--- src/rtl/utf8sst_pkg.sv ---
// Shared types and constants for the UTF-8 scalar shift transcoder.
// No dependencies; used by every module of the block.
package utf8sst_pkg;

    localparam int unsigned CAP_W   = 13;
    localparam int unsigned CNT_W   = 16;
    localparam int unsigned ACC_W   = 21;
    localparam int unsigned MAX_RES = 4;
    localparam int unsigned RES_W   = 3;

    localparam logic [CAP_W-1:0] CAP_RESET = 13'd64;

    localparam logic [ACC_W-1:0] SCALAR_MAX = 21'h10FFFF;
    localparam logic [ACC_W-1:0] SURR_LO    = 21'h00D800;
    localparam logic [ACC_W-1:0] SURR_HI    = 21'h00DFFF;
    localparam logic [ACC_W-1:0] MIN_2B     = 21'h000080;
    localparam logic [ACC_W-1:0] MIN_3B     = 21'h000800;
    localparam logic [ACC_W-1:0] MIN_4B     = 21'h010000;
    localparam logic [ACC_W-1:0] MAX_1B     = 21'h00007F;
    localparam logic [ACC_W-1:0] MAX_2B     = 21'h0007FF;
    localparam logic [ACC_W-1:0] MAX_3B     = 21'h00FFFF;

    typedef enum logic [3:0] {
        ERR_NONE     = 4'd0,
        ERR_LEAD     = 4'd1,
        ERR_CONT     = 4'd2,
        ERR_TRUNC    = 4'd3,
        ERR_RANGE    = 4'd4,
        ERR_SHIFT    = 4'd5,
        ERR_BADSHIFT = 4'd6,
        ERR_FULL     = 4'd7,
        ERR_COUNT    = 4'd8
    } t_err;

    // Decoder and name bookkeeping state.
    typedef struct packed {
        logic [1:0]       pend;
        logic [ACC_W-1:0] acc;
        logic [1:0]       cls;
        logic [CNT_W-1:0] cnt;
        logic [CAP_W-1:0] len;
        logic             fail;
    } t_state;

    // One input byte's worth of results, bytes[0] goes out first.
    typedef struct packed {
        logic [RES_W-1:0]        num;
        logic [MAX_RES-1:0][7:0] bytes;
        t_err                    err;
        logic                    done;
        logic [CNT_W-1:0]        total;
    } t_burst;

endpackage

--- src/rtl/utf8sst_step.sv ---
// Single-pass decode / shift / re-encode logic for one source byte.
// Depends on utf8sst_pkg (t_state, t_burst, t_err, range constants).
module utf8sst_step (
    input  utf8sst_pkg::t_state                  i_state,
    input  logic [7:0]                           i_byte,
    input  logic [15:0]                          i_cipher,
    input  logic                                 i_text_end,
    input  logic                                 i_name_start,
    input  logic [utf8sst_pkg::CAP_W-1:0]        i_capacity,
    output utf8sst_pkg::t_state                  o_state,
    output utf8sst_pkg::t_burst                  o_burst
);

    utf8sst_pkg::t_state             s;
    utf8sst_pkg::t_err               err;
    logic                            complete;
    logic [utf8sst_pkg::ACC_W-1:0]   cp;
    logic [utf8sst_pkg::ACC_W-1:0]   min_cp;
    logic [utf8sst_pkg::ACC_W:0]     sum;
    logic [utf8sst_pkg::ACC_W-1:0]   v;
    logic [2:0]                      n_enc;
    logic [3:0][7:0]                 enc;
    logic [utf8sst_pkg::CAP_W:0]     room;
    logic                            full;

    always_comb begin
        // name start clears everything before the byte is looked at
        s = i_state;
        if (i_name_start) begin
            s = '0;
        end

        o_state  = s;
        o_burst  = '0;
        err      = utf8sst_pkg::ERR_NONE;
        complete = 1'b0;
        cp       = '0;
        min_cp   = '0;
        sum      = '0;
        v        = '0;
        n_enc    = 3'd1;
        enc      = '0;
        room     = '0;
        full     = 1'b0;

        if (s.fail) begin
            if (i_text_end) begin
                o_burst.num   = 3'd1;
                o_burst.done  = 1'b1;
                o_burst.total = s.cnt;
                o_state.pend  = '0;
                o_state.acc   = '0;
                o_state.cls   = '0;
                o_state.cnt   = '0;
            end
        end else begin
            if (s.pend == 2'd0) begin
                if (!i_byte[7]) begin
                    cp       = {13'd0, i_byte};
                    complete = 1'b1;
                end else if (i_byte >= 8'hC2 && i_byte <= 8'hDF) begin
                    o_state.pend = 2'd1;
                    o_state.cls  = 2'd1;
                    o_state.acc  = {16'd0, i_byte[4:0]};
                end else if (i_byte >= 8'hE0 && i_byte <= 8'hEF) begin
                    o_state.pend = 2'd2;
                    o_state.cls  = 2'd2;
                    o_state.acc  = {17'd0, i_byte[3:0]};
                end else if (i_byte >= 8'hF0 && i_byte <= 8'hF4) begin
                    o_state.pend = 2'd3;
                    o_state.cls  = 2'd3;
                    o_state.acc  = {18'd0, i_byte[2:0]};
                end else begin
                    err = utf8sst_pkg::ERR_LEAD;
                end
            end else if (i_byte[7:6] != 2'b10) begin
                err = utf8sst_pkg::ERR_CONT;
            end else begin
                o_state.acc  = {s.acc[14:0], i_byte[5:0]};
                o_state.pend = s.pend - 2'd1;
                if (s.pend == 2'd1) begin
                    cp          = {s.acc[14:0], i_byte[5:0]};
                    complete    = 1'b1;
                    o_state.acc = '0;
                    o_state.cls = '0;
                    case (s.cls)
                        2'd1:    min_cp = utf8sst_pkg::MIN_2B;
                        2'd2:    min_cp = utf8sst_pkg::MIN_3B;
                        default: min_cp = utf8sst_pkg::MIN_4B;
                    endcase
                end
            end

            // Shifted scalar and its encoding
            sum = {1'b0, cp} + {6'd0, i_cipher};
            v   = sum[utf8sst_pkg::ACC_W-1:0];
            if (v <= utf8sst_pkg::MAX_1B) begin
                n_enc  = 3'd1;
                enc[0] = v[7:0];
            end else if (v <= utf8sst_pkg::MAX_2B) begin
                n_enc  = 3'd2;
                enc[0] = {3'b110, v[10:6]};
                enc[1] = {2'b10, v[5:0]};
            end else if (v <= utf8sst_pkg::MAX_3B) begin
                n_enc  = 3'd3;
                enc[0] = {4'b1110, v[15:12]};
                enc[1] = {2'b10, v[11:6]};
                enc[2] = {2'b10, v[5:0]};
            end else begin
                n_enc  = 3'd4;
                enc[0] = {5'b11110, v[20:18]};
                enc[1] = {2'b10, v[17:12]};
                enc[2] = {2'b10, v[11:6]};
                enc[3] = {2'b10, v[5:0]};
            end
            room = {1'b0, i_capacity} - {1'b0, s.len};
            full = (i_capacity <= s.len) ||
                   ({10'd0, n_enc} >= room[utf8sst_pkg::CAP_W-1:0]);

            if (err == utf8sst_pkg::ERR_NONE) begin
                if (!complete) begin
                    if (i_text_end) begin
                        err = utf8sst_pkg::ERR_TRUNC;
                    end
                end else if (cp < min_cp || cp > utf8sst_pkg::SCALAR_MAX ||
                             (cp >= utf8sst_pkg::SURR_LO && cp <= utf8sst_pkg::SURR_HI)) begin
                    err = utf8sst_pkg::ERR_RANGE;
                end else if (sum > {1'b0, utf8sst_pkg::SCALAR_MAX}) begin
                    err = utf8sst_pkg::ERR_SHIFT;
                end else if (v == '0 ||
                             (v >= utf8sst_pkg::SURR_LO && v <= utf8sst_pkg::SURR_HI)) begin
                    err = utf8sst_pkg::ERR_BADSHIFT;
                end else if (full) begin
                    err = utf8sst_pkg::ERR_FULL;
                end else if (s.cnt == {utf8sst_pkg::CNT_W{1'b1}}) begin
                    err = utf8sst_pkg::ERR_COUNT;
                end
            end

            if (err != utf8sst_pkg::ERR_NONE) begin
                // decoder contents do not matter once the name has failed
                o_state.fail  = 1'b1;
                o_state.pend  = '0;
                o_state.acc   = '0;
                o_state.cls   = '0;
                o_burst.num   = 3'd1;
                o_burst.err   = err;
                o_burst.done  = i_text_end;
                o_burst.total = i_text_end ? s.cnt : '0;
                if (i_text_end) begin
                    o_state.cnt = '0;
                end
            end else if (complete) begin
                o_state.len   = s.len + {10'd0, n_enc};
                o_state.cnt   = s.cnt + 16'd1;
                o_burst.num   = n_enc;
                o_burst.bytes = enc;
                o_burst.done  = i_text_end;
                o_burst.total = i_text_end ? (s.cnt + 16'd1) : '0;
                if (i_text_end) begin
                    o_state.pend = '0;
                    o_state.acc  = '0;
                    o_state.cls  = '0;
                    o_state.cnt  = '0;
                end
            end
        end
    end

endmodule

--- src/rtl/utf8sst_emit.sv ---
// Result register: holds one byte's burst and hands it out one beat per cycle while i_out_ready is high.
// Depends on utf8sst_pkg (t_burst, t_err).
module utf8sst_emit (
    input  logic                             i_clk,
    input  logic                             i_rst_n,
    input  logic                             i_load,
    input  utf8sst_pkg::t_burst              i_burst,
    input  logic                             i_out_ready,
    output logic                             o_can_load,
    output logic                             o_out_valid,
    output logic [7:0]                       o_out_byte,
    output logic                             o_last_of_run,
    output logic [3:0]                       o_error_code,
    output logic                             o_text_done,
    output logic [15:0]                      o_scalar_total
);

    logic [utf8sst_pkg::RES_W-1:0] r_left, n_left;
    utf8sst_pkg::t_burst           r_burst, n_burst;
    logic                          pop;
    logic                          last;

    assign last        = (r_left == 3'd1);
    assign pop         = o_out_valid && i_out_ready;
    assign o_can_load  = (r_left == 3'd0) || (last && i_out_ready);
    assign o_out_valid = (r_left != 3'd0);

    always_comb begin
        n_left  = r_left;
        n_burst = r_burst;
        if (i_load) begin
            n_left  = i_burst.num;
            n_burst = i_burst;
        end else if (pop) begin
            n_left        = r_left - 3'd1;
            n_burst.bytes = {8'd0, r_burst.bytes[3:1]};
        end
    end

    always_ff @(posedge i_clk) begin
        if (!i_rst_n) begin
            r_left <= '0;
        end else begin
            r_left <= n_left;
        end
    end

    always_ff @(posedge i_clk) begin
        r_burst <= n_burst;
    end

    assign o_out_byte     = r_burst.bytes[0];
    assign o_last_of_run  = last;
    assign o_error_code   = r_burst.err;
    assign o_text_done    = r_burst.done && last;
    assign o_scalar_total = (r_burst.done && last) ? r_burst.total : '0;

endmodule

--- src/rtl/utf8_scalar_shift_transcoder_unit.sv ---
// Throughput: one source byte per cycle while each byte yields at most one result
// and i_out_ready is high; a byte yielding n encoded bytes holds the output register
// until all n are taken. Path: input register, step logic, then result register.
// Reset (i_rst_n low, synchronous): empties both stages, clears decoder and
// name state, capacity returns to 64.
// Depends on utf8sst_pkg, utf8sst_step and utf8sst_emit.
module utf8_scalar_shift_transcoder_unit (
    input  logic        i_clk,
    input  logic        i_rst_n,
    // configuration: name capacity
    input  logic        i_cfg_wen,
    input  logic [12:0] i_cfg_wdata,
    // source byte channel
    input  logic        i_in_valid,
    output logic        o_in_ready,
    input  logic [7:0]  i_in_byte,
    input  logic [15:0] i_cipher_offset,
    input  logic        i_text_end,
    input  logic        i_name_start,
    // result channel
    output logic        o_out_valid,
    input  logic        i_out_ready,
    output logic [7:0]  o_out_byte,
    output logic        o_last_of_run,
    output logic [3:0]  o_error_code,
    output logic        o_text_done,
    output logic [15:0] o_scalar_total
);

    logic [utf8sst_pkg::CAP_W-1:0] r_capacity;

    // Input register: one source beat waiting for the step logic.
    logic        r_in_valid;
    logic [7:0]  r_in_byte;
    logic [15:0] r_cipher;
    logic        r_text_end;
    logic        r_name_start;

    utf8sst_pkg::t_state r_state, n_state;
    utf8sst_pkg::t_burst burst;

    logic can_load;
    logic consume;    // input register moves through the step logic this cycle

    assign consume    = r_in_valid && can_load;
    assign o_in_ready = !r_in_valid || can_load;

    always_ff @(posedge i_clk) begin
        if (!i_rst_n) begin
            r_capacity <= utf8sst_pkg::CAP_RESET;
        end else if (i_cfg_wen) begin
            r_capacity <= i_cfg_wdata;
        end
    end

    always_ff @(posedge i_clk) begin
        if (!i_rst_n) begin
            r_in_valid <= 1'b0;
        end else if (o_in_ready) begin
            r_in_valid <= i_in_valid;
        end
    end

    always_ff @(posedge i_clk) begin
        if (i_in_valid && o_in_ready) begin
            r_in_byte    <= i_in_byte;
            r_cipher     <= i_cipher_offset;
            r_text_end   <= i_text_end;
            r_name_start <= i_name_start;
        end
    end

    // Decoder / name state advances only when a beat is consumed.
    always_ff @(posedge i_clk) begin
        if (!i_rst_n) begin
            r_state <= '0;
        end else if (consume) begin
            r_state <= n_state;
        end
    end

    utf8sst_step u_step (
        .i_state      (r_state),
        .i_byte       (r_in_byte),
        .i_cipher     (r_cipher),
        .i_text_end   (r_text_end),
        .i_name_start (r_name_start),
        .i_capacity   (r_capacity),
        .o_state      (n_state),
        .o_burst      (burst)
    );

    // A burst of zero results leaves the result register empty.
    utf8sst_emit u_emit (
        .i_clk          (i_clk),
        .i_rst_n        (i_rst_n),
        .i_load         (consume),
        .i_burst        (burst),
        .i_out_ready    (i_out_ready),
        .o_can_load     (can_load),
        .o_out_valid    (o_out_valid),
        .o_out_byte     (o_out_byte),
        .o_last_of_run  (o_last_of_run),
        .o_error_code   (o_error_code),
        .o_text_done    (o_text_done),
        .o_scalar_total (o_scalar_total)
    );

endmodule

--- config.mk ---
export PLATFORM = sky130hd
export DESIGN_NAME = utf8_scalar_shift_transcoder_unit
export DESIGN_NICKNAME = d
export VERILOG_FILES = /design/src/rtl/utf8sst_pkg.sv /design/src/rtl/utf8sst_step.sv /design/src/rtl/utf8sst_emit.sv /design/src/rtl/utf8_scalar_shift_transcoder_unit.sv
export SDC_FILE = /design/constraint.sdc
export NUM_CORES = 1
export LEC_CHECK = 0
export BUFFER_PORTS_ARGS = -buffer_cell sky130_fd_sc_hd__buf_2
export CAP_MARGIN = 15
export CORE_MARGIN = 4
export CORE_UTILIZATION = 55
export CTS_CLUSTER_SIZE = 8
export DETAILED_ROUTE_END_ITERATION = 16
export GPL_TIMING_DRIVEN = 1
export PLACE_DENSITY = 0.86
export SETUP_SLACK_MARGIN = 0.1
export SLEW_MARGIN = 20
export SYNTH_ARGS = -nofsm -noshare
export SYNTH_HDL_FRONTEND = slang
export SYNTH_SLANG_ARGS = --single-unit
export TNS_END_PERCENT = 100
--- constraint.sdc ---
create_clock -name i_clk -period 8.41 [get_ports i_clk]
set_clock_uncertainty 0.2 [all_clocks]
set_input_delay 0.4205 -clock i_clk [delete_from_list [all_inputs] [get_ports i_clk]]
set_output_delay 0.4205 -clock i_clk [all_outputs]
set_load 0.005 [all_outputs]
# Yosys cells after proc, flatten, opt, wreduce, memory -nomap -nowiden

Index checks and enable logic that the tools add are counted.

Muxes and demuxes: 76
Eq/ne operators: 6
Add/sub/neg operators: 6
Bitwise gates (word level): 1
Reduce and logical (&&, ||, !) cells: 25
Magnitude comparators: 18

Operators by type and width:

| operator             | number |
|---|---|
| $mux 21              | 8 |
| $mux 41              | 4 |
| $mux 25              | 6 |
| $mux 16              | 6 |
| $mux 32              | 3 |
| $mux 17              | 4 |
| $le 21x16->1 const B | 3 |
| $mux 4               | 15 |
| $mux 55              | 1 |
| $mux 54              | 1 |
| $ge 21x16->1 const B | 2 |
| $mux 36              | 1 |
| $mux 35              | 1 |
| $pmux 17 s2          | 1 |
| $ge 8x8->1 const B   | 3 |
| $le 8x8->1 const B   | 3 |
| $mux 24              | 1 |
| $mux 3               | 8 |
| $mux 23              | 1 |
| $add 21x16->22       | 1 |
| $gt 22x21->1 const B | 1 |
| $mux 22              | 1 |
| $gt 21x21->1 const B | 1 |
| $le 21x11->1 const B | 1 |
| 32 further kinds     | 55 |

Input bits: 44
Bits in registers: 151

# Logic depth before layout (Yosys ltp)

Gate-level depths: netlist of run 1.

Word-level depth: 25
Gate-level depth with buffers: 41

# Hierarchy

Synthesis of run 1 repeated with hierarchy kept, for this count alone.

Cells, all modules: 1296
Area, all modules: 11380.9 µm²

Modules (own cells, without submodules):

| module                            | cells an instance | instances | seq. area each (µm²) | area each (µm²) |
|---|---|---|---|---|
| utf8sst_step                      | 821               | 1         | 0.0                  | 5271.3 |
| utf8_scalar_shift_transcoder_unit | 325               | 1         | 2162.1               | 3702.3 |
| utf8sst_emit                      | 150               | 1         | 1651.6               | 2407.3 |

# Worst setup path before layout of run 1

No wires, ideal clock.

Kind: reg2reg
Start point: register r_name_start
End point: register u_emit.r_burst[38] in the netlist's numbering, data pin
Setup time: 0.152 ns
Setup slack: -0.428 ns
Arrival time: 8.486 ns
Buffers on the path: 10
Data required time: 8.058 ns
Cell stages (with the launch flop): 42
Cell sequence: edfxtp_1 inv_1 clkbuf_1 buf_1 buf_1 nand2_1 ha_1 nor3b_1 and2_0 or2_2 clkbuf_1 clkbuf_1 clkbuf_1 and2_1 ha_1 fa_1 a21oi_1 nor2_1 [... 6 more ...] clkbuf_1 o21ai_0 ha_1 nand2b_1 a21oi_1 nand2_1 o2111ai_1 nor4_1 a41oi_1 a21oi_1 nand2_1 nand4_2 a221o_1 buf_6 or3_1 buf_2 buf_2 o21ai_0

RTL lines:

| item                   | RTL line                                | source |
|---|---|---|
| from (decl)            | utf8_scalar_shift_transcoder_unit.sv:37 | `logic r_name_start;` |
| from (signal assigned) | utf8_scalar_shift_transcoder_unit.sv:69 | `r_name_start <= i_name_start;` |
| to (signal assigned)   | utf8sst_emit.sv:49                      | `r_burst <= n_burst;` |
| to (decl)              | utf8sst_emit.sv:19                      | `utf8sst_pkg::t_burst r_burst, n_burst;` |

==> results.yml, run 1 <==
synth:
  synth_top_area_cell: "edfxtp_1"
  syn_nets: 1251
  synth-edff-count: 76
  syn_area_um2: 9701
  synthCells: 1162
  synth_top_area_share_pct: 23.53
  synth.yosys.seq_area_share_pct: 37.15
  yosysMostFrequentCell: "nand2_1"
  synthTopCellsByArea: "edfxtp_1 24%, dfxtp_1 14%, nand2_1 5.6%"
  dominantRegCellSynth: "edfxtp_1"
  yosys_warnings: 0
  ys_top_cells_by_count: "146 x nand2_1, 101 x a21oi_1, 95 x nor2_1, 76 x edfxtp_1, 74 x o21ai_0"
  synthArstFlopShare_pct: 0
  ys_types: 80
  synth-seq-cells: 142
  avgSynthCellArea_um2: 8.348
sta:
  rsz0062_at_grt: "no"
  hold_violations: 0
  final.setup.tns_ns: 0
  final_max_slew_viol_count: 0
  worstMarginPinSlew_ns: 0.8426
  max_freq_ghz: 0.1299
  setup_ws_ns: 0.7123
  setup_viol: 0
  layout_min_cycle_time_ns: 7.698
  slew_headroom_pct: 43.45
  fin_crit_sh_pct: 91.53
min_path:
  min_path_type: "primary input to flop"
  hold_start: "i_cfg_wdata[6]"
  hold_depth: 3
  whs_endpoint: "r_capacity[6]$_SDFFE_PN1P_"
critical_path:
  critical_path_class: "flop to flop"
  cp-end-kind: "flop"
  required_ns: 8.48
  rr_startpoint: "r_name_start$_DFFE_PP_"
  start_kind: "flop"
  worstPathMaxFanout: 16
  reg2reg_to: "u_emit.r_burst[33]$_DFFE_PP_"
  reg2reg_slack_ns: 0.71
  startpoint: "r_name_start$_DFFE_PP_"
  slowest_stage: "a221o_2"
  crit_arrival_ns: 7.76
  worstRegToRegCells: 33
  crit_top_cell: "nand2_1"
  critPathMaxStageDelay_ns: 0.51
pwr:
  irDropWorstVdd_uv: 226.6
  power_leakage_nw: 4.445
  cellPowerDensity_nw_per_um2: 230.7
global_route:
  antenna_found_initial: 0
  grt_pass1_vias: 8793
  use_met1_pct: 34.16
  grt_util_all_layers_pct: 26.30
  grt_pass1_wl_um: 42880
  groute.layer.met2.usage_pct: 43.50
  gr-total-overflow: 0
  met3_usage_pct: 5.631
  top_usage_layer: "met2"
  grt_start_max_net_pins: 52
die:
  core-area_um2: 17300
  initial_core_util_pct: 56.08
  fp.dieH_um: 140.8
  fp.dieW_um: 140.8
  boundaryPins: 76
  die_area_um2: 19830
  num_rows: 48
layout:
  fillers: 1411
  num-nets-final: 1314
  layout-drive-gt1-share_pct: 12.84
  diodes: 0
  area_delta_synth_final_pct: 14.36
cts:
  htree_levels: 4
  clk_pin_slew_ns: 0.06
  clock_path_buffers: 2
  cts-root-buf: "clkbuf_16"
  numCtsBuffers: 17
  cts_tree: "yes"
  cts_sinks: 142
  clkLatencyLatePin_ns: 0.44
drt:
  initialDrtViolationCount: 1226
  drt-wirelength-per-cell_um: 17.85
  drt_first_pass_iters: 6
  antenna_left: 0
  viasPerCell: 6.339
  num_vias: 9274
  drcViolationCount: 0
  wl_um: 26110
place:
  place_worst_setup_slack_ns: 0.2757
  dpl.hpwl_um: 17830
  io_buffers: 75
  gp_congestion: 0.9798
status:
  outcome: "completed"
flow_run:
  drv_cap: 0
## area by class of cell
cell class                 count  area, um2  area share, %
clock buffer                  23      479.2          4.320
inverter                      35      131.4          1.184
timing repair buffer         124      808.3          7.286
clock inverter                 9      110.1         0.9926
sequential                   142       3603          32.48
multi-input combinational    905       5679          51.20
tap                          225      281.5          2.538
## power by group
group          internal, mW  switching [mW]
combinational         0.280           0.527
sequential            0.923          0.0744
clock                 0.461           0.293
## cells in the final DEF, fill, tap and decap left out, drive strengths merged, types with 12 or more instances in the layout
cell type	instances
ha	42
and3	48
and2	15
a211oi	12
nor2b	21
mux2i	23
nor2	96
o21ai	90
o22ai	13
buf	98
edfxtp	76
nor3	19
inv	34
dfxtp	66
xnor2	19
a31oi	12
a211o	13
clkbuf	23
nand4	31
a21oi	101
nand3	44
nand2	146
dlygate4sd3	26
## layer usage
metal  share of wire [%]  vias to the layer above
met5                   0                        -
met4                 2.6                        0
met3                 8.7                       75
met2                  47                      481
met1                  41                     4312
li1                    -                     4406
## stage by stage
step                      hold WS [ns]  cells  area (um2)  power [mW]  utilization [%]
after floorplan                 0.2297   1162        9729       1.566                -
after global placement          0.2396   1402       10170       1.744            58.82
after detailed placement        0.2492   1402       10170       1.767            58.82
after CTS                      0.01894   1460       11020       2.528            63.73
after global routing           0.03153   1463       11090       2.694            64.13
final                          0.01523   1463       11090       2.560            64.13
## flip-flops by register name (all words and copies together), names as in the netlist, 3 cells and up
register / cells
r_cipher: 16
u_emit.o_out_byte: 8
r_in_byte: 8
r_capacity: 13
u_emit.o_error_code: 4
r_state: 49
u_emit.r_left: 3
u_emit.r_burst: 38
## worst max-delay path, delay by kind of cell (launching register included)
kind	cells	cell delay [ns]
buffers and inverters	3	0.51
adder cells (fa/ha/maj)	4	1.10
flip-flops	1	0.44
AO/OA/AOI/OAI	12	2.65
AND/OR/NAND/NOR	14	2.59
## worst max-delay path by stage
stage                                   end  slack (ns)
6_report       u_emit.r_burst[33]$_DFFE_PP_        0.71
5_1_grt        u_emit.r_burst[30]$_DFFE_PP_        0.19
4_1_cts            r_state[32]$_SDFFE_PN0P_        0.28
3_5_place_dp       r_state[32]$_SDFFE_PN0P_        0.28
3_3_place_gp    u_emit.r_burst[5]$_DFFE_PP_        0.54
2_1_floorplan  u_emit.r_burst[38]$_DFFE_PP_        0.17
## what timing repair did
| item | 4_1_cts | 5_1_grt |
|---|---|---|
| hold buffers | 26 | 0 |
| buffers inserted | 0 | 2 |
| gates resized for setup | 0 | 12 |
| endpoints found under the setup margin | 0 | 64 |
| endpoints found under the hold margin | 26 | 0 |
## logic make-up after synthesis
family | count (synthesis) | share of synthesized area, %
AND/OR/NAND/NOR | 467 | 24.18
AO/OA/AOI/OAI | 336 | 21.84
flip-flops | 142 | 37.15
buffers and inverters | 116 | 5.185
adder cells (fa/ha/maj) | 46 | 6.140
XOR/XNOR | 30 | 2.902
multiplexers | 25 | 2.605
No activity file was read; power rests on OpenSTA's default activity.
==> run 2, diff against run 1 <==
--- a/config.mk
+++ b/config.mk
@@ -12,7 +12,7 @@
 export CTS_CLUSTER_SIZE = 8
 export DETAILED_ROUTE_END_ITERATION = 16
 export GPL_TIMING_DRIVEN = 1
-export PLACE_DENSITY = 0.86
+export PLACE_DENSITY = 0.77
 export SETUP_SLACK_MARGIN = 0.1
 export SLEW_MARGIN = 20
 export SYNTH_ARGS = -nofsm -noshare
==> run 2 against run 1 <==
Compared with the run above:
- register-to-register slack got worse by 0.11 ns
- critical path type unchanged
- maximum frequency decreased by 1.4%
- worst hold slack improved by 0.0031 ns
- final cell count about the same
- global-route usage decreased by 0.48 points
- routed wire length decreased by 0.67%
==> results.yml, run 2 (synthesis results as in run 1) <==
status:
  outcome: "completed"
critical_path:
  cp_num_buf_inv: 2
  critPathTopFamily: "compound AO/OA/AOI/OAI gates"
  cp-end-kind: "flop"
  start_kind: "flop"
  crit_arrival_ns: 7.93
  worstPathMaxFanout: 15
  critPathMaxStageDelay_ns: 0.45
  required_ns: 8.53
  critical_path_class: "flop to flop"
  crit_top_cell: "a21oi_1"
  slowest_stage: "nand3b_1"
global_route:
  grt_util_all_layers_pct: 25.81
  antenna_found_initial: 0
  grt_pass1_wl_um: 41670
  grt_pass1_vias: 8236
  grt_start_max_net_pins: 52
  gr-total-overflow: 0
layout:
  layout-drive-gt1-share_pct: 12.37
  largest_reg_flops: 49
  num-nets-final: 1313
  area_delta_synth_final_pct: 13.84
  top_regs: "r_state x49, u_emit.r_burst x38, r_cipher x16"
  fillers: 1481
  fin_cells: 1462
  regMostFlops: "r_state"
  mostFrequentLayoutCells: "146 x nand2_1, 101 x a21oi_1, 95 x nor2_1"
  final_common_cell: "nand2_1"
  diodes: 0
pwr:
  switchingPower_mw: 0.8768
  swShare_pct: 35.09
  seq_power_share_pct: 39.8
  p_total_mw: 2.499
  p_int_mw: 1.622
  cellPowerDensity_nw_per_um2: 226.3
  irDropWorstVdd_uv: 189.3
  power_leakage_nw: 4.448
  comb_power_share_pct: 32.1
  p_clk_share_pct: 28.0
drt:
  drcViolationCount: 0
  antenna_left: 0
  viasPerCell: 6.267
  drt-wirelength-per-cell_um: 17.74
  wl_um: 25930
  initialDrtViolationCount: 1136
  num_vias: 9162
  drt_first_pass_iters: 8
place:
  io_buffers: 75
  gp_congestion: 0.9939
  dpl.hpwl_um: 17560
  place_worst_setup_slack_ns: 0.2414
  dp.cells: 1401
die:
  core-area_um2: 17300
  fp.dieW_um: 140.8
  boundaryPins: 76
  num_rows: 48
  die_area_um2: 19830
  fp.dieH_um: 140.8
  initial_core_util_pct: 56.08
sta:
  max_freq_ghz: 0.1281
  slew_headroom_pct: 30.38
  fin_hold_ws_ns: 0.01831
  fin_crit_sh_pct: 92.84
  rsz0062_at_grt: "no"
  setup_ws_ns: 0.6022
  final.setup.tns_ns: 0
  layout_min_cycle_time_ns: 7.808
  final_max_slew_viol_count: 0
  setup_viol: 0
  worstMarginPinSlew_ns: 1.044
  hold_violations: 0
cts:
  clk_pin_slew_ns: 0.06
  numCtsBuffers: 17
  cts_sinks: 142
  clkLatencyLatePin_ns: 0.43
  cts_tree: "yes"
  htree_levels: 4
  cts-root-buf: "clkbuf_16"
  clock_path_buffers: 2
flow_run:
  drv_cap: 0
min_path:
  min_path_type: "primary input to flop"
-- run 2: area by class of cell --
class                           instances  area, um2  area share (%)
Timing Repair Buffer                  123      804.5           7.285
Sequential cell                       142       3603           32.63
Clock inverter                          6      31.28          0.2833
Tap cell                              225      281.5           2.549
Multi-Input combinational cell        905       5675           51.39
Clock buffer                           26      515.5           4.668
Inverter                               35      131.4           1.190
-- run 2: repair_timing --
item / in CTS / in global routing
endpoints found under the setup margin: 0 / 82
endpoints found under the hold margin: 26 / 0
gates resized for setup: 0 / 10
buffers inserted: 0 / 2
hold buffers: 26 / 0
-- run 2: power groups by stage --
stage          Combinational, mW  Sequential [mW]  Clock (mW)
2_1_floorplan              0.586            0.980           0
3_3_place_gp               0.747             1.00           0
3_5_place_dp               0.758             1.01           0
4_1_cts                    0.772            0.995       0.707
5_1_grt                    0.883             1.01       0.747
6_report                   0.803            0.996       0.700
-- run 2: tightest hold or removal path: stages --
cell and delay (ns):
buf_2 0.08, mux2i_1 0.06, nand2_1 0.06
-- run 2: routing by layer --
metal / global-route usage [%] / wire (um) / vias up
li1: - / - / 4410
met1: 35.43 / 11080 / 4200
met2: 40.27 / 11810 / 490
met3: 5.699 / 2332 / 62
met4: 9.383 / 707 / 0
met5: 0 / 0 / -
-- run 2: final timing paths --
kind                                               from                         end  slack, ns  cells past startpoint
worst min-delay path                     i_cfg_wdata[6]  r_capacity[6]$_SDFFE_PN1P_       0.02                      3
worst min register to register  r_state[1]$_SDFFE_PN0P_     r_state[1]$_SDFFE_PN0P_       0.25                      2
worst max-delay path             r_name_start$_DFFE_PP_    r_state[24]$_SDFFE_PN0P_       0.60                     31
worst max register to register   r_name_start$_DFFE_PP_    r_state[24]$_SDFFE_PN0P_       0.60                     31
-- run 2: stage by stage --
step / utilization [%] / cell area [um2]
floorplan: - / 9729
global placement: 58.77 / 10170
detailed placement: 58.77 / 10170
CTS: 63.44 / 10970
global route: 63.85 / 11040
finish: 63.85 / 11040
